**config.mk**
```make
export PLATFORM = sky130hd
export DESIGN_NAME = light_gated_power_sequencer_unit
export DESIGN_NICKNAME = d
export VERILOG_FILES = /design/src/rtl/lgps_pkg.sv /design/src/rtl/lgps_cfg.sv /design/src/rtl/lgps_core.sv /design/src/rtl/light_gated_power_sequencer_unit.sv
export SDC_FILE = /design/constraint.sdc
export NUM_CORES = 1
export LEC_CHECK = 0
export ABC_CLOCK_PERIOD_IN_PS = 7700
export BUFFER_PORTS_ARGS = -buffer_cell sky130_fd_sc_hd__buf_4
export CELL_PAD_IN_SITES_DETAIL_PLACEMENT = 2
export CELL_PAD_IN_SITES_GLOBAL_PLACEMENT = 2
export CORE_ASPECT_RATIO = 0.6
export CORE_MARGIN = 1.5
export CORE_UTILIZATION = 35
export CTS_BUF_LIST = sky130_fd_sc_hd__clkbuf_2 sky130_fd_sc_hd__clkbuf_4 sky130_fd_sc_hd__clkbuf_8
export DETAILED_ROUTE_END_ITERATION = 6
export GPL_TIMING_DRIVEN = 0
export PLACE_DENSITY_LB_ADDON = 0.08
export SYNTH_ARGS = -nofsm -noshare
export SYNTH_HDL_FRONTEND = slang
export SYNTH_SLANG_ARGS = --single-unit
```
**constraint.sdc**
```tcl
create_clock -name clk -period 7.7 [get_ports clk]
set_input_delay 1.54 -clock clk [delete_from_list [all_inputs] [get_ports clk]]
set_output_delay 1.54 -clock clk [all_outputs]
set_load 0.01 [all_outputs]
```
**src/rtl/lgps_pkg.sv**
```systemverilog
// Shared types, register map, reset values and the per-tick sequence step.
package lgps_pkg;

    localparam int LIGHT_W  = 10;
    localparam int COUNT_W  = 6;
    localparam int LOWBAT_W = 8;
    localparam int ADDR_W   = 4;
    localparam int DATA_W   = 32;

    // Register indexes (byte address = 4 * index)
    localparam logic [1:0] REG_LIGHT_THRESHOLD = 2'd0;
    localparam logic [1:0] REG_SETTLE_TICKS    = 2'd1;
    localparam logic [1:0] REG_SWITCH_TICKS    = 2'd2;
    localparam logic [1:0] REG_LOWBAT_LIMIT    = 2'd3;

    // Register reset values
    localparam logic [LIGHT_W-1:0]  RST_LIGHT_THRESHOLD = 10'd490;
    localparam logic [COUNT_W-1:0]  RST_SETTLE_TICKS    = 6'd10;
    localparam logic [COUNT_W-1:0]  RST_SWITCH_TICKS    = 6'd30;
    localparam logic [LOWBAT_W-1:0] RST_LOWBAT_LIMIT    = 8'd60;

    // State reset values
    localparam logic [COUNT_W-1:0]  RST_BRIGHT_COUNT = 6'd0;
    localparam logic [COUNT_W-1:0]  RST_DARK_COUNT   = 6'd31;
    localparam logic [LOWBAT_W-1:0] RST_LOWBAT_COUNT = 8'd0;

    localparam logic [COUNT_W-1:0]  COUNT_MAX  = {COUNT_W{1'b1}};
    localparam logic [LOWBAT_W-1:0] LOWBAT_MAX = {LOWBAT_W{1'b1}};

    typedef struct packed {
        logic [LIGHT_W-1:0]  light_threshold;
        logic [COUNT_W-1:0]  settle_ticks;
        logic [COUNT_W-1:0]  switch_ticks;
        logic [LOWBAT_W-1:0] lowbat_limit;
    } cfg_t;

    typedef struct packed {
        logic relay;
        logic save_off;
        logic status;
        logic indicator;
    } levels_t;

    typedef struct packed {
        logic [COUNT_W-1:0] count;
        logic [COUNT_W-1:0] other;
        levels_t            lv;
    } seq_t;

    // One bright or dark step: bump this count, maybe clear the other one,
    // and move the output levels along the sequence.
    function automatic seq_t seq_step(
        input logic [COUNT_W-1:0] count,
        input logic [COUNT_W-1:0] other,
        input logic               bright,
        input logic [COUNT_W-1:0] settle,
        input logic [COUNT_W-1:0] sw,
        input levels_t            lv
    );
        seq_t r;
        r.count = (count == COUNT_MAX) ? COUNT_MAX : count + 1'b1;
        r.other = other;
        r.lv    = lv;
        if (r.count > settle)
        begin
            r.other = '0;
            if (r.count < sw)
            begin
                r.lv.indicator = r.count[0];
                r.lv.status    = bright;
                r.lv.save_off  = bright;
            end
            else if (r.count > sw)
            begin
                if (bright)
                begin
                    r.lv.save_off  = 1'b1;
                    r.lv.relay     = 1'b1;
                    r.lv.status    = 1'b0;
                    r.lv.indicator = 1'b1;
                end
                else
                begin
                    r.lv.status    = 1'b0;
                    r.lv.indicator = 1'b0;
                    r.lv.relay     = 1'b0;
                end
                r.count = (sw == COUNT_MAX) ? COUNT_MAX : sw + 1'b1;
            end
        end
        else
        begin
            r.lv.indicator = r.count[0];
        end
        return r;
    endfunction

endpackage

```
**src/rtl/lgps_cfg.sv**
```systemverilog
// Configuration register bank behind the APB-style port.
module lgps_cfg (
    input  logic                       clk,
    input  logic                       rst_n,
    input  logic                       psel,
    input  logic                       penable,
    input  logic                       pwrite,
    input  logic [lgps_pkg::ADDR_W-1:0] paddr,
    input  logic [lgps_pkg::DATA_W-1:0] pwdata,
    output logic [lgps_pkg::DATA_W-1:0] prdata,
    output logic                       pready,
    output lgps_pkg::cfg_t             cfg
);
    import lgps_pkg::*;

    cfg_t       cfg_reg;
    logic       wr_en;
    logic [1:0] reg_idx;

    assign pready  = 1'b1;
    assign wr_en   = psel && penable && pwrite && pready;
    assign reg_idx = paddr[3:2];
    assign cfg     = cfg_reg;

    // Register writes
    always_ff @(posedge clk or negedge rst_n)
    begin
        if (!rst_n)
        begin
            cfg_reg.light_threshold <= RST_LIGHT_THRESHOLD;
            cfg_reg.settle_ticks    <= RST_SETTLE_TICKS;
            cfg_reg.switch_ticks    <= RST_SWITCH_TICKS;
            cfg_reg.lowbat_limit    <= RST_LOWBAT_LIMIT;
        end
        else if (wr_en)
        begin
            case (reg_idx)
                REG_LIGHT_THRESHOLD: cfg_reg.light_threshold <= pwdata[LIGHT_W-1:0];
                REG_SETTLE_TICKS:    cfg_reg.settle_ticks    <= pwdata[COUNT_W-1:0];
                REG_SWITCH_TICKS:    cfg_reg.switch_ticks    <= pwdata[COUNT_W-1:0];
                REG_LOWBAT_LIMIT:    cfg_reg.lowbat_limit    <= pwdata[LOWBAT_W-1:0];
                default: ;
            endcase
        end
    end

    // Read mux
    always_comb
    begin
        case (reg_idx)
            REG_LIGHT_THRESHOLD:
                prdata = {{(DATA_W-LIGHT_W){1'b0}}, cfg_reg.light_threshold};
            REG_SETTLE_TICKS:
                prdata = {{(DATA_W-COUNT_W){1'b0}}, cfg_reg.settle_ticks};
            REG_SWITCH_TICKS:
                prdata = {{(DATA_W-COUNT_W){1'b0}}, cfg_reg.switch_ticks};
            REG_LOWBAT_LIMIT:
                prdata = {{(DATA_W-LOWBAT_W){1'b0}}, cfg_reg.lowbat_limit};
            default:
                prdata = '0;
        endcase
    end

endmodule

```
**src/rtl/lgps_core.sv**
```systemverilog
// Input register, sequencer state, next-state logic and result register.
module lgps_core (
    input  logic                         clk,
    input  logic                         rst_n,
    input  lgps_pkg::cfg_t               cfg,
    input  logic                         in_valid,
    output logic                         in_ready,
    input  logic                         in_low,
    input  logic [lgps_pkg::LIGHT_W-1:0] in_light,
    output logic                         out_valid,
    input  logic                         out_ready,
    output lgps_pkg::levels_t            out_levels
);
    import lgps_pkg::*;

    logic                in_valid_reg;
    logic                in_low_reg;
    logic [LIGHT_W-1:0]  in_light_reg;

    logic [COUNT_W-1:0]  bright_reg, bright_next;
    logic [COUNT_W-1:0]  dark_reg, dark_next;
    logic [LOWBAT_W-1:0] lowbat_reg, lowbat_next;
    levels_t             lv_reg, lv_next;

    logic                out_valid_reg;
    levels_t             out_levels_reg;

    logic                advance;
    seq_t                seq;

    // Item moves on when the result slot is free or being drained
    assign advance   = in_valid_reg && (!out_valid_reg || out_ready);
    assign in_ready  = !in_valid_reg || advance;
    assign out_valid = out_valid_reg;
    assign out_levels = out_levels_reg;

    // Input register
    always_ff @(posedge clk or negedge rst_n)
    begin
        if (!rst_n)
            in_valid_reg <= 1'b0;
        else if (in_ready)
            in_valid_reg <= in_valid;
    end

    always_ff @(posedge clk)
    begin
        if (in_valid && in_ready)
        begin
            in_low_reg   <= in_low;
            in_light_reg <= in_light;
        end
    end

    // Tick step
    always_comb
    begin
        bright_next = bright_reg;
        dark_next   = dark_reg;
        lowbat_next = lowbat_reg;
        lv_next     = lv_reg;
        seq         = '0;
        if (in_low_reg)
        begin
            lv_next.save_off  = 1'b0;
            lv_next.status    = 1'b1;
            lv_next.indicator = 1'b0;
            lowbat_next = (lowbat_reg == LOWBAT_MAX) ? LOWBAT_MAX : lowbat_reg + 1'b1;
        end
        else
        begin
            lowbat_next = '0;
        end

        if (in_low_reg && (lowbat_next > cfg.lowbat_limit))
        begin
            // forced shutdown, light counts untouched
            lv_next.status    = 1'b0;
            lv_next.indicator = 1'b0;
            lv_next.relay     = 1'b0;
            lowbat_next = (cfg.lowbat_limit == LOWBAT_MAX) ? LOWBAT_MAX
                                                           : cfg.lowbat_limit + 1'b1;
        end
        else if (in_light_reg > cfg.light_threshold)
        begin
            if (lowbat_next == '0)
            begin
                seq = seq_step(bright_reg, dark_reg, 1'b1,
                               cfg.settle_ticks, cfg.switch_ticks, lv_next);
                bright_next = seq.count;
                dark_next   = seq.other;
                lv_next     = seq.lv;
            end
        end
        else
        begin
            seq = seq_step(dark_reg, bright_reg, 1'b0,
                           cfg.settle_ticks, cfg.switch_ticks, lv_next);
            dark_next   = seq.count;
            bright_next = seq.other;
            lv_next     = seq.lv;
        end
    end

    // Sequencer state
    always_ff @(posedge clk or negedge rst_n)
    begin
        if (!rst_n)
        begin
            bright_reg      <= RST_BRIGHT_COUNT;
            dark_reg        <= RST_DARK_COUNT;
            lowbat_reg      <= RST_LOWBAT_COUNT;
            lv_reg.relay    <= 1'b0;
            lv_reg.save_off <= 1'b1;
            lv_reg.status   <= 1'b0;
            lv_reg.indicator <= 1'b0;
        end
        else if (advance)
        begin
            bright_reg <= bright_next;
            dark_reg   <= dark_next;
            lowbat_reg <= lowbat_next;
            lv_reg     <= lv_next;
        end
    end

    // Result register
    always_ff @(posedge clk or negedge rst_n)
    begin
        if (!rst_n)
            out_valid_reg <= 1'b0;
        else if (advance)
            out_valid_reg <= 1'b1;
        else if (out_ready)
            out_valid_reg <= 1'b0;
    end

    always_ff @(posedge clk)
    begin
        if (advance)
            out_levels_reg <= lv_next;
    end

endmodule

```
**src/rtl/light_gated_power_sequencer_unit.sv**
```systemverilog
// Light-gated power sequencer: stream ports, register port and the tick core.
// Path: an accepted word passes through the input register, then the result register.
// Throughput: one word per cycle; the input register buffers a word while the
// result register waits, so input stalls only when both are full.
// Reset (rst_n low, asynchronous): registers take their defaults, counts and
// levels take their power-up values, and both stream sides hold no word.
module light_gated_power_sequencer_unit (
    input  logic                        clk,
    input  logic                        rst_n,
    // tdata: [0] low_battery, [10:1] light_level, [15:11] zero
    input  logic                        s_axis_tvalid,
    output logic                        s_axis_tready,
    input  logic [15:0]                 s_axis_tdata,
    // tdata: [0] relay_on, [1] power_save_off, [2] status_led,
    //        [3] indicator_led, [7:4] zero
    output logic                        m_axis_tvalid,
    input  logic                        m_axis_tready,
    output logic [7:0]                  m_axis_tdata,
    input  logic                        psel,
    input  logic                        penable,
    input  logic                        pwrite,
    input  logic [lgps_pkg::ADDR_W-1:0] paddr,
    input  logic [lgps_pkg::DATA_W-1:0] pwdata,
    output logic [lgps_pkg::DATA_W-1:0] prdata,
    output logic                        pready
);
    import lgps_pkg::*;

    cfg_t    cfg;
    levels_t out_levels;

    lgps_cfg u_cfg (
        .clk     (clk),
        .rst_n   (rst_n),
        .psel    (psel),
        .penable (penable),
        .pwrite  (pwrite),
        .paddr   (paddr),
        .pwdata  (pwdata),
        .prdata  (prdata),
        .pready  (pready),
        .cfg     (cfg)
    );

    lgps_core u_core (
        .clk        (clk),
        .rst_n      (rst_n),
        .cfg        (cfg),
        .in_valid   (s_axis_tvalid),
        .in_ready   (s_axis_tready),
        .in_low     (s_axis_tdata[0]),
        .in_light   (s_axis_tdata[LIGHT_W:1]),
        .out_valid  (m_axis_tvalid),
        .out_ready  (m_axis_tready),
        .out_levels (out_levels)
    );

    // Result word packing
    assign m_axis_tdata = {4'b0000, out_levels.indicator, out_levels.status,
                           out_levels.save_off, out_levels.relay};

endmodule

```
; After elaboration in Yosys (flattened, before gate mapping)
; Index checks and enable logic that the tools add are counted.
[totals]
register_bits = 71
input_bits = 59
output_inout_bits = 43
wordCells = 105
[classes]
n_addsub = 5
order_cmp = 8
eq_ne = 10
muxes = 43
bitwise = 1
n_reduce_logical = 19
[ops]
columns = operator, n
row1 = 32-bit one-hot mux with 4 select lines, 1
row2 = 6-bit two-way mux, 11
row3 = 4-bit two-way mux, 8
row4 = 8-bit two-way mux, 4
row5 = 15-bit two-way mux, 2
row6 = 6-bit > comparator, 4
row7 = 6-bit by 1-bit adder with 6-bit output (second input constant), 3
row8 = 6-bit == test (second input constant), 3
row9 = 8-bit by 1-bit adder with 8-bit output (second input constant), 2
row10 = 8-bit == test (second input constant), 2
row11 = 6-bit less-than comparator, 2
row12 = 10-bit > comparator, 1
row13 = 1-bit two-way mux, 10
row14 = 3-bit two-way mux, 3
row15 = 8-bit > comparator, 1
row16 = 8-bit zero test, 1
row17 = 2-bit two-way mux, 4
row18 = 2-bit AND reduction, 4
row19 = 4-bit AND reduction, 2
row20 = 1-bit logical AND, 5
row21 = 2-bit == test (second input constant), 2
row22 = 2-bit inequality test (second input constant), 2
row23 = 2-bit nonzero test, 2
row24 = 2-bit by 1-bit == test with 1-bit output (second input constant), 1
row25 = 4 further kinds, 6

; Depth between registers and ports, before layout
; Gate-level depths: netlist of run 1.
[depth]
word_depth = 15
ltp_mapped = 14
ltp_nobuf = 13

; Cells and area by module
; A second synthesis of run 1 with hierarchy kept.
[hier_totals]
cells_unflattened = 525
hier_area_um2 = 5297.6
[modules_own_cells]
columns = mod, instances, cells_per_inst, area_each_um2, seq_area_each_um2
row1 = lgps_core, 1, 414, 3622.2, 1108.6
row2 = lgps_cfg, 1, 106, 1641.6, 770.7
row3 = light_gated_power_sequencer_unit, 1, 5, 33.8, 0.0

; Worst setup path after synthesis of run 1
; No wires, ideal clock.
[synth_timing]
path_kind = in2out
startpoint = input port paddr[2] in the netlist's numbering
endpoint = output port prdata[0] in the netlist's numbering
arrival_ps = 2542
t_required_ps = 6160
slack_ps = 3618
cell_stages = 2
n_path_buf = 1
cell_sequence = buf_1 > mux4_2
[synth_between]
elab_chain_cells = 2
elab_cells_between_ends = 5
cone_classes = eq/ne (3) / mux (1) / reduce/logical (1)
[synth_rtl]
columns = item, line_no
row1 = from (decl), light_gated_power_sequencer_unit.sv:22  ; input logic [lgps_pkg::ADDR_W-1:0] paddr,
row2 = "2-bit == test, or another cell as far along", lgps_cfg.sv:50  ; case (reg_idx)
row3 = 32-bit one-hot mux with 4 select lines *, lgps_cfg.sv:50
row4 = to (decl), light_gated_power_sequencer_unit.sv:24  ; output logic [lgps_pkg::DATA_W-1:0] prdata,
; Every way passes the cells marked *; elsewhere a longest branch is shown, timed or not. The select of a mux whose other input is x is not followed.

; Final worst setup path of run 1
[layout_timing]
startpoint = input port paddr[2] in the netlist's numbering
endpoint = output port prdata[3] in the netlist's numbering
; Same word-level chain as after synthesis.

==> summary.txt, run 1 <==
Timing
  – Crit path time final: 4560 ps
  – RSZ-0062 raised after global routing: no
  – Achievable frequency: 219 MHz
  – Slew @ Worst Pin: 1100 ps
  – Setup Skew: 17.8 ps
  – Slew HR: 0.265
  – Setup_tns: 0 ps
  – Final worst setup slack: 3140 ps
  – Final hold slack: 491 ps
  – Final hold viol count: 0
  – Final period util: 0.592
  – Slew Viols, Final: 0
  – Final setup fails: 0

Worst hold path
  – Worst hold path type: reg2reg

Worst setup path
  – Worst Path Required: 6160 ps
  – CP Cell Sequence: buf_4 -> buf_1 -> mux4_2 -> buf_4
  – Critical Path AT: 3020 ps
  – Cell repeated most along the worst path: buf_4
  – Max incr delay on CP: 620 ps
  – Flop-to-flop setup slack: 3440 ps
  – Setup crit end kind: output port
  – Worst setup path category: in2out
  – Startpoint types: primary input
  – Worst path slowest cell: mux4_2
  – CP max FO: 10

GRT
  – GRT overflow: 0
  – Tot GR Track Use: 0.236
  – Global-route wire length before repair: 28.2 mm
  – Vias in the first global route: 4953
  – Initial antenna violation count: 0
  – Largest net degree at the start of global routing: 57

Placed design
  – IO buf count: 45
  – Post-DP Area: 5890 um2
  – GPL Wtd Cong: 0.843
  – DP Worst Slack: 3140 ps
  – Final HPWL DP: 14.0 mm

Power
  – Clock share of power: 0.207
  – Static Leak: 2.79 nW
  – Peak supply drop: 0.136 mV
  – Switch share: 0.412
  – P_int: 1.08 mW
  – Sequential share of power: 0.327
  – Combinational power share: 0.466
  – Tot Pwr: 1.83 mW
  – Sw Pwr: 755 uW
  – Power Dens Cells: 299 nW/um2

Clock tree
  – Post-CTS Setup Bufs: 0
  – Post-CTS sizing: 0
  – CTS tree: done
  – Cts bufs inserted: 9
  – Root Driver: clkbuf_8
  – Clk buf depth: 2
  – Clock Latency Late Sink: 360 ps
  – # clock sinks: 71
  – Worst-path clk slew: 80 ps
  – Hold_buf cts: 0
  – H-tree levels: 3

Detailed routing
  – First drt pass iteration count: 4
  – DRC errors left: 0
  – Via count: 4439
  – Drt via density: 5.35
  – Routed Antenna Nets: 0
  – Avg WL per Cell: 21.2 um
  – DR iter-0 viols: 148
  – Post-Route WL: 17.6 mm

Synth
  – Post-synthesis register bit count: 71
  – EDFF count, synth: 15
  – Post-synth top area share: 0.163
  – Dominant cells by area after synthesis: dfrtp_1 16%, ha_1 11%, dfstp_2 11%, edfxtp_1 8.6%, buf_4 4.0%
  – Async set-reset flop share out of synthesis: 0.789
  – Synth warn: 0
  – Most common flop cell mapped by yosys: dfrtp_1
  – Library cells used by synthesis: 75
  – Part of the Yosys area used for sequential elements: 0.360
  – Largest area contributor in the netlist: dfrtp_1
  – Synthesized area: 5220 um2
  – Syn Inst Count: 545
  – Avg Cell Area, Syn: 9.57 um2

Status
  – Status: completed

Die
  – Die height: 97.6 um
  – # rows: 34
  – Initial Utilization: 0.359
  – Die span in x: 161 um
  – I/O Pins: 102
  – Core area: 14500 um2
  – Full die area: 15700 um2

Cells and area
  – Design Area, Final: 6140 um2
  – Layout cell share with drive strength beyond 1: 0.249
  – Area growth syn-to-layout: 17.7%
  – Antenna cell count: 0
  – Net count, final: 732
  – Max reg flops: 30

Flow run
  – Max-cap violations: 0
stage by stage:
stage | cells | util
floorplan | 570 | -
global placement | 813 | 0.406
detailed placement | 813 | 0.406
CTS | 829 | 0.423
global route | 829 | 0.423
finish | 829 | 0.423
routing by layer:
layer | part of all wire | vias to the layer above | global-route usage
met5 | 0 | - | 0
met4 | 0.0050 | 0 | 0.0381
met3 | 0.031 | 7 | 0.0469
met2 | 0.46 | 66 | 0.387
met1 | 0.50 | 2301 | 0.325
li1 | - | 2065 | -
layout make-up:
class	instances	area, um2
well taps	198	248
flip-flops and latches	71	1880
clock buffers	9	124
fillers	1579	8370
clock inverters	7	120
multi-input cells	412	2990
repair buffers	45	338
inverters	42	158
plain buffers	45	287
cells in the final DEF (no fill, tap or decap), types with 4 or more instances in the layout:
| master | Yosys | routed |
|---|---|---|
| ha_1 | 47 | 47 |
| and3_1 | 9 | 9 |
| nand3_1 | 22 | 22 |
| a21oi_1 | 20 | 20 |
| o21ai_0 | 31 | 31 |
| conb_1 | 2 | 27 |
| nor3_1 | 8 | 8 |
| clkbuf_8 | 0 | 9 |
| mux2_2 | 16 | 16 |
| nor2b_1 | 5 | 5 |
| inv_1 | 41 | 41 |
| o31ai_1 | 10 | 10 |
| a21o_1 | 10 | 10 |
| edfxtp_1 | 15 | 15 |
| dfstp_2 | 22 | 22 |
| nand2b_1 | 13 | 13 |
| mux2i_1 | 14 | 14 |
| mux4_2 | 6 | 6 |
| nor4_1 | 5 | 5 |
| nand4_1 | 8 | 8 |
| nor2_1 | 23 | 23 |
| dfrtp_1 | 34 | 34 |
| buf_4 | 28 | 73 |
| xnor2_1 | 10 | 10 |
| nand2_1 | 56 | 56 |
| clkbuf_1 | 9 | 9 |
| buf_2 | 4 | 4 |
| o21a_1 | 4 | 4 |
kinds of logic after synthesis:
family | count (synthesis) | share of synthesized area
fa+ha+maj | 47 | 0.113
other cells | 2 | 0.00144
flops | 71 | 0.360
simple gates | 178 | 0.181
buf+inv | 87 | 0.0852
xor+xnor | 12 | 0.0202
compound gates | 111 | 0.149
mux | 37 | 0.0895
critical path: cells and delay by family:
family	cells	cell delay, ps
muxes	1	620
buffers and inverters	3	840
final timing paths:
path | end | cells past startpoint | start
setup reg to reg | u_core.out_levels[3] | 11 | u_core.lowbat_reg[1]
setup / recovery | prdata[3] | 4 | paddr[2]
hold reg to reg | u_core.lv_reg[0] | 2 | u_core.lv_reg[0]
hold / removal | u_core.lv_reg[0] | 2 | u_core.lv_reg[0]
max in group asynchronous | u_cfg.cfg[1] | 1 | rst_n
min in group asynchronous | u_cfg.cfg[6] | 1 | rst_n
power groups by stage:
stage	Combinational [mW]	Clock, mW	Sequential [mW]
floorplan	0.574	0	0.569
global route	0.953	0.400	0.613
global placement	0.782	0	0.594
detailed placement	0.835	0	0.605
finish	0.855	0.380	0.599
CTS	0.856	0.389	0.598
Yosys cell counts, types with 3 or more instances:
| cell type | count |
|---|---|
| nand2_1 | 56 |
| ha_1 | 47 |
| inv_1 | 41 |
| dfrtp_1 | 34 |
| o21ai_0 | 31 |
| buf_4 | 28 |
| nor2_1 | 23 |
| dfstp_2 | 22 |
| nand3_1 | 22 |
| a21oi_1 | 20 |
| mux2_2 | 16 |
| edfxtp_1 | 15 |
| mux2i_1 | 14 |
| nand2b_1 | 13 |
| a21o_1 | 10 |
| o31ai_1 | 10 |
| xnor2_1 | 10 |
| and3_1 | 9 |
| clkbuf_1 | 9 |
| nand4_1 | 8 |
| nor3_1 | 8 |
| mux4_2 | 6 |
| nor2b_1 | 5 |
| nor4_1 | 5 |
| buf_2 | 4 |
| o21a_1 | 4 |
| a22o_1 | 3 |
| and3b_1 | 3 |
| buf_1 | 3 |
| o21ai_1 | 3 |
| o2bb2ai_1 | 3 |
| or2_2 | 3 |
| or3_1 | 3 |
No activity file was read; power rests on OpenSTA's default activity.
==> inputs of run 2 (changes only) <==
- ABC_AREA: not set -> 1
- ABC_CLOCK_PERIOD_IN_PS: 7700 -> 4300
- CORE_UTILIZATION: 35 -> 32
- clock period: 7.7 -> 4.3 ns (I/O delays scaled with it)
==> run 2 against run 1 <==
Against the previous run: non-clock buffer count fell by 3; sequential cell count unchanged; synthesized cell count grew 39%; combinational power grew to 2.7 times the previous value; via count rose by 18%; total power up 110%.
==> summary.txt, run 2 <==
Status
  – Status: completed

Cells and area
  – Antenna cell count: 0 (unchanged)
  – Storage cell area: 1880 um2 (unchanged)
  – # fillers: 1970 (+25%)
  – Max reg flops: 30 (unchanged)
  – Net count, final: 944 (+29%)
  – Core Util, Final: 0.388 (-0.0351)
  – Area occupied by multi-input gates: 2960 um2 (-0.84%)
  – Commonest non-fill, non-tap cells in the layout: 213 x nand2_1, 105 x inv_1, 72 x buf_4, 63 x nor2_1, 60 x o21ai_0
  – Design Area, Final: 6380 um2 (+3.9%)
  – Area growth syn-to-layout: 16.8%
  – Layout cell share with drive strength beyond 1: 0.174 (-0.0744)
  – Most common cell after layout, fill and taps aside: nand2_1

Die
  – Initial Utilization: 0.332 (-0.0272)
  – # rows: 36 (+5.9%)
  – Die span in x: 172 um (+6.9%)
  – Full die area: 17900 um2 (+14%)
  – I/O Pins: 102 (unchanged)
  – Core area: 16400 um2 (+13%)
  – Die height: 104 um (+6.8%)

Worst hold path
  – Worst hold path type: reg2reg

Timing
  – Setup Skew: 7.67 ps (-10.1 ps)
  – Final hold viol count: 0 (unchanged)
  – Slew Viols, Final: 0 (unchanged)
  – Final setup fails: 0 (unchanged)
  – Setup_tns: 0 ps (unchanged)
  – Achievable frequency: 284 MHz
  – Slew @ Worst Pin: 823 ps (-279 ps)
  – Crit path time final: 3520 ps
  – RSZ-0062 raised after global routing: no
  – Final period util: 0.819
  – Slew HR: 0.445 (+0.180)

GRT
  – Initial antenna violation count: 0 (unchanged)
  – Largest net degree at the start of global routing: 57 (unchanged)
  – GRT overflow: 0 (unchanged)
  – Vias in the first global route: 5673 (+15%)
  – Tot GR Track Use: 0.232 (-0.00405)
  – Global-route wire length before repair: 31.5 mm (+12%)

Detailed routing
  – First drt pass iteration count: 4 (unchanged)
  – Post-Route WL: 19.5 mm (+11%)
  – Avg WL per Cell: 18.3 um (-14%)
  – Wire length on met3: 766 um (+41%)
  – DRC errors left: 0 (unchanged)
  – Routed Antenna Nets: 0 (unchanged)
  – Via count: 5236 (+18%)
  – Max layer used: met4
  – Met2 wire len: 8.65 mm (+6.0%)
  – M1 wire length: 10.0 mm (+14%)
  – DR iter-0 viols: 278 (+88%)
  – Drt via density: 4.89 (-8.7%)

Power
  – Combinational power share: 0.576 (+0.110)
  – Sequential share of power: 0.274 (-0.053)
  – Peak supply drop: 0.250 mV (+83%)
  – Sw Pwr: 2.02 mW (+170%)
  – Power Dens Cells: 616 nW/um2 (+110%)
  – Clock share of power: 0.150 (-0.057)
  – P_int: 1.91 mW (+77%)
  – Switch share: 0.514 (+0.102)
  – Static Leak: 3.39 nW (+21%)

Synth
  – Post-synth top cells: 213 x nand2_1, 105 x inv_1, 63 x nor2_1
  – Cell with the most instances after synthesis: nand2_1
  – Async set-reset flop share out of synthesis: 0.789 (unchanged)
  – Synthesized area: 5460 um2 (+4.8%)
  – Dominant cells by area after synthesis: dfrtp_1 16%, nand2_1 15%, ha_1 11%, dfstp_2 11%, edfxtp_1 8.2%
  – Largest area contributor in the netlist: dfrtp_1
  – Avg Cell Area, Syn: 7.22 um2 (-25%)
  – EDFF count, synth: 15 (unchanged)
  – Most common flop cell mapped by yosys: dfrtp_1
  – Synth warn: 0 (unchanged)
  – Part of the Yosys area used for sequential elements: 0.344 (-0.0163)
  – Post-synthesis register bit count: 71 (unchanged)
  – Syn Inst Count: 757 (+39%)
  – Library cells used by synthesis: 38 (-49%)
  – Post-synth top area share: 0.156 (-0.00740)

Clock tree
  – Clk buf depth: 2 (unchanged)
  – Root Driver: clkbuf_8
  – CTS tree: done
  – # clock sinks: 71 (unchanged)
  – Cts bufs inserted: 9 (unchanged)
  – Post-CTS Setup Bufs: 0 (unchanged)
  – Hold_buf cts: 0 (unchanged)
  – Worst-path clk slew: 90 ps (about the same)
  – Clock Latency Late Sink: 380 ps (+20 ps)
  – H-tree levels: 3 (unchanged)
  – Post-CTS sizing: 0 (unchanged)

Placed design
  – Post-DP Area: 6180 um2 (+4.8%)
  – IO buf count: 45 (unchanged)
  – GPL Wtd Cong: 0.818 (-3.0%)
  – Final HPWL DP: 15.9 mm (+14%)

Worst setup path
  – CP max FO: 7 (-3)
  – Critical Path AT: 3840 ps (+820 ps)
  – CP Cell Sequence: ha_1 -> nand2_1 -> inv_1 -> nand2_1 -> nor3_1 -> a21oi_1 -> ha_1 -> nand2_1 -> nor2_1 -> nand2_1 -> nand3_1 -> nand2_1 -> inv_2 -> o21ai_0 -> inv_2 -> nand3_2 -> nand2_1 -> nand2_1
  – Worst setup path category: reg2reg
  – Cell repeated most along the worst path: nand2_1
  – Worst path slowest cell: a21oi_1
  – Startpoint types: flop
  – Worst Path Required: 4620 ps (-1540 ps)
  – Flop-to-flop setup slack: 780 ps (-2660 ps)
  – Max incr delay on CP: 500 ps (-120 ps)
  – Setup crit end kind: flop

Flow run
  – Max-cap violations: 0 (unchanged)
run 2: cell families (layout without fill, tap and decap cells):
family,count (synthesis),after routing,share of synthesized area
AND/OR/NAND/NOR,373,373,0.300
other,2,27,0.00137
XOR/XNOR,6,6,0.00962
adder cells (fa/ha/maj),47,47,0.108
AO/OA/AOI/OAI,105,105,0.106
flip-flops,71,71,0.344
buffers and inverters,153,214,0.131
run 2: per-stage QoR:
| stage | total power [mW] | hold slack (ps) | setup slack, ps | instances |
|---|---|---|---|---|
| floorplan | 2.54 | 448 | 1770 | 782 |
| global placement | 3.13 | 458 | 1020 | 1055 |
| detailed placement | 3.32 | 472 | 863 | 1055 |
| CTS | 3.95 | 486 | 822 | 1071 |
| global route | 4.30 | 513 | 520 | 1071 |
| finish | 3.93 | 484 | 779 | 1071 |
run 2: layer usage:
metal,track usage,vias up
met5,0,-
met2,0.358,99
met3,0.0327,7
met4,0.0357,0
met1,0.346,2591
li1,-,2539
run 2: worst paths after layout:
check,cells after the start,startpoint,end
max,18,u_core.bright_reg[0],u_core.dark_reg[2]
min,2,u_core.lv_reg[2],u_core.lv_reg[2]
max reg2reg,18,u_core.bright_reg[0],u_core.dark_reg[2]
min reg2reg,2,u_core.lv_reg[2],u_core.lv_reg[2]
max in group asynchronous,1,rst_n,u_cfg.cfg[22]
min in group asynchronous,1,rst_n,u_core.lowbat_reg[6]
run 2: worst max-delay path: cells and delay by family, from the launching register on:
family	cells	cell delay (ps)
AOI/OAI and AO/OA	2	780
adders and majority gates	2	610
and+or+nand+nor	11	1340
buffers and inverters	3	310
DFF	1	430
run 2: final cells by class:
class,instances,area share
sequential,71,0.295
tap,228,0.0447
clock buffer,9,0.0194
inverter,111,0.0657
multi-input combinational,558,0.464
clock inverter,7,0.0120
buffer,42,0.0467
timing repair buffer,45,0.0530
run 2: power by group through the flow:
stage                     registers (mW)  logic, mW  clock network (mW)
after detailed placement            1.09       2.24                   0
after CTS                           1.08       2.26               0.611
final                               1.08       2.27               0.591
after floorplan                     1.04       1.50                   0
after global routing                1.10       2.56               0.634
after global placement              1.07       2.06                   0
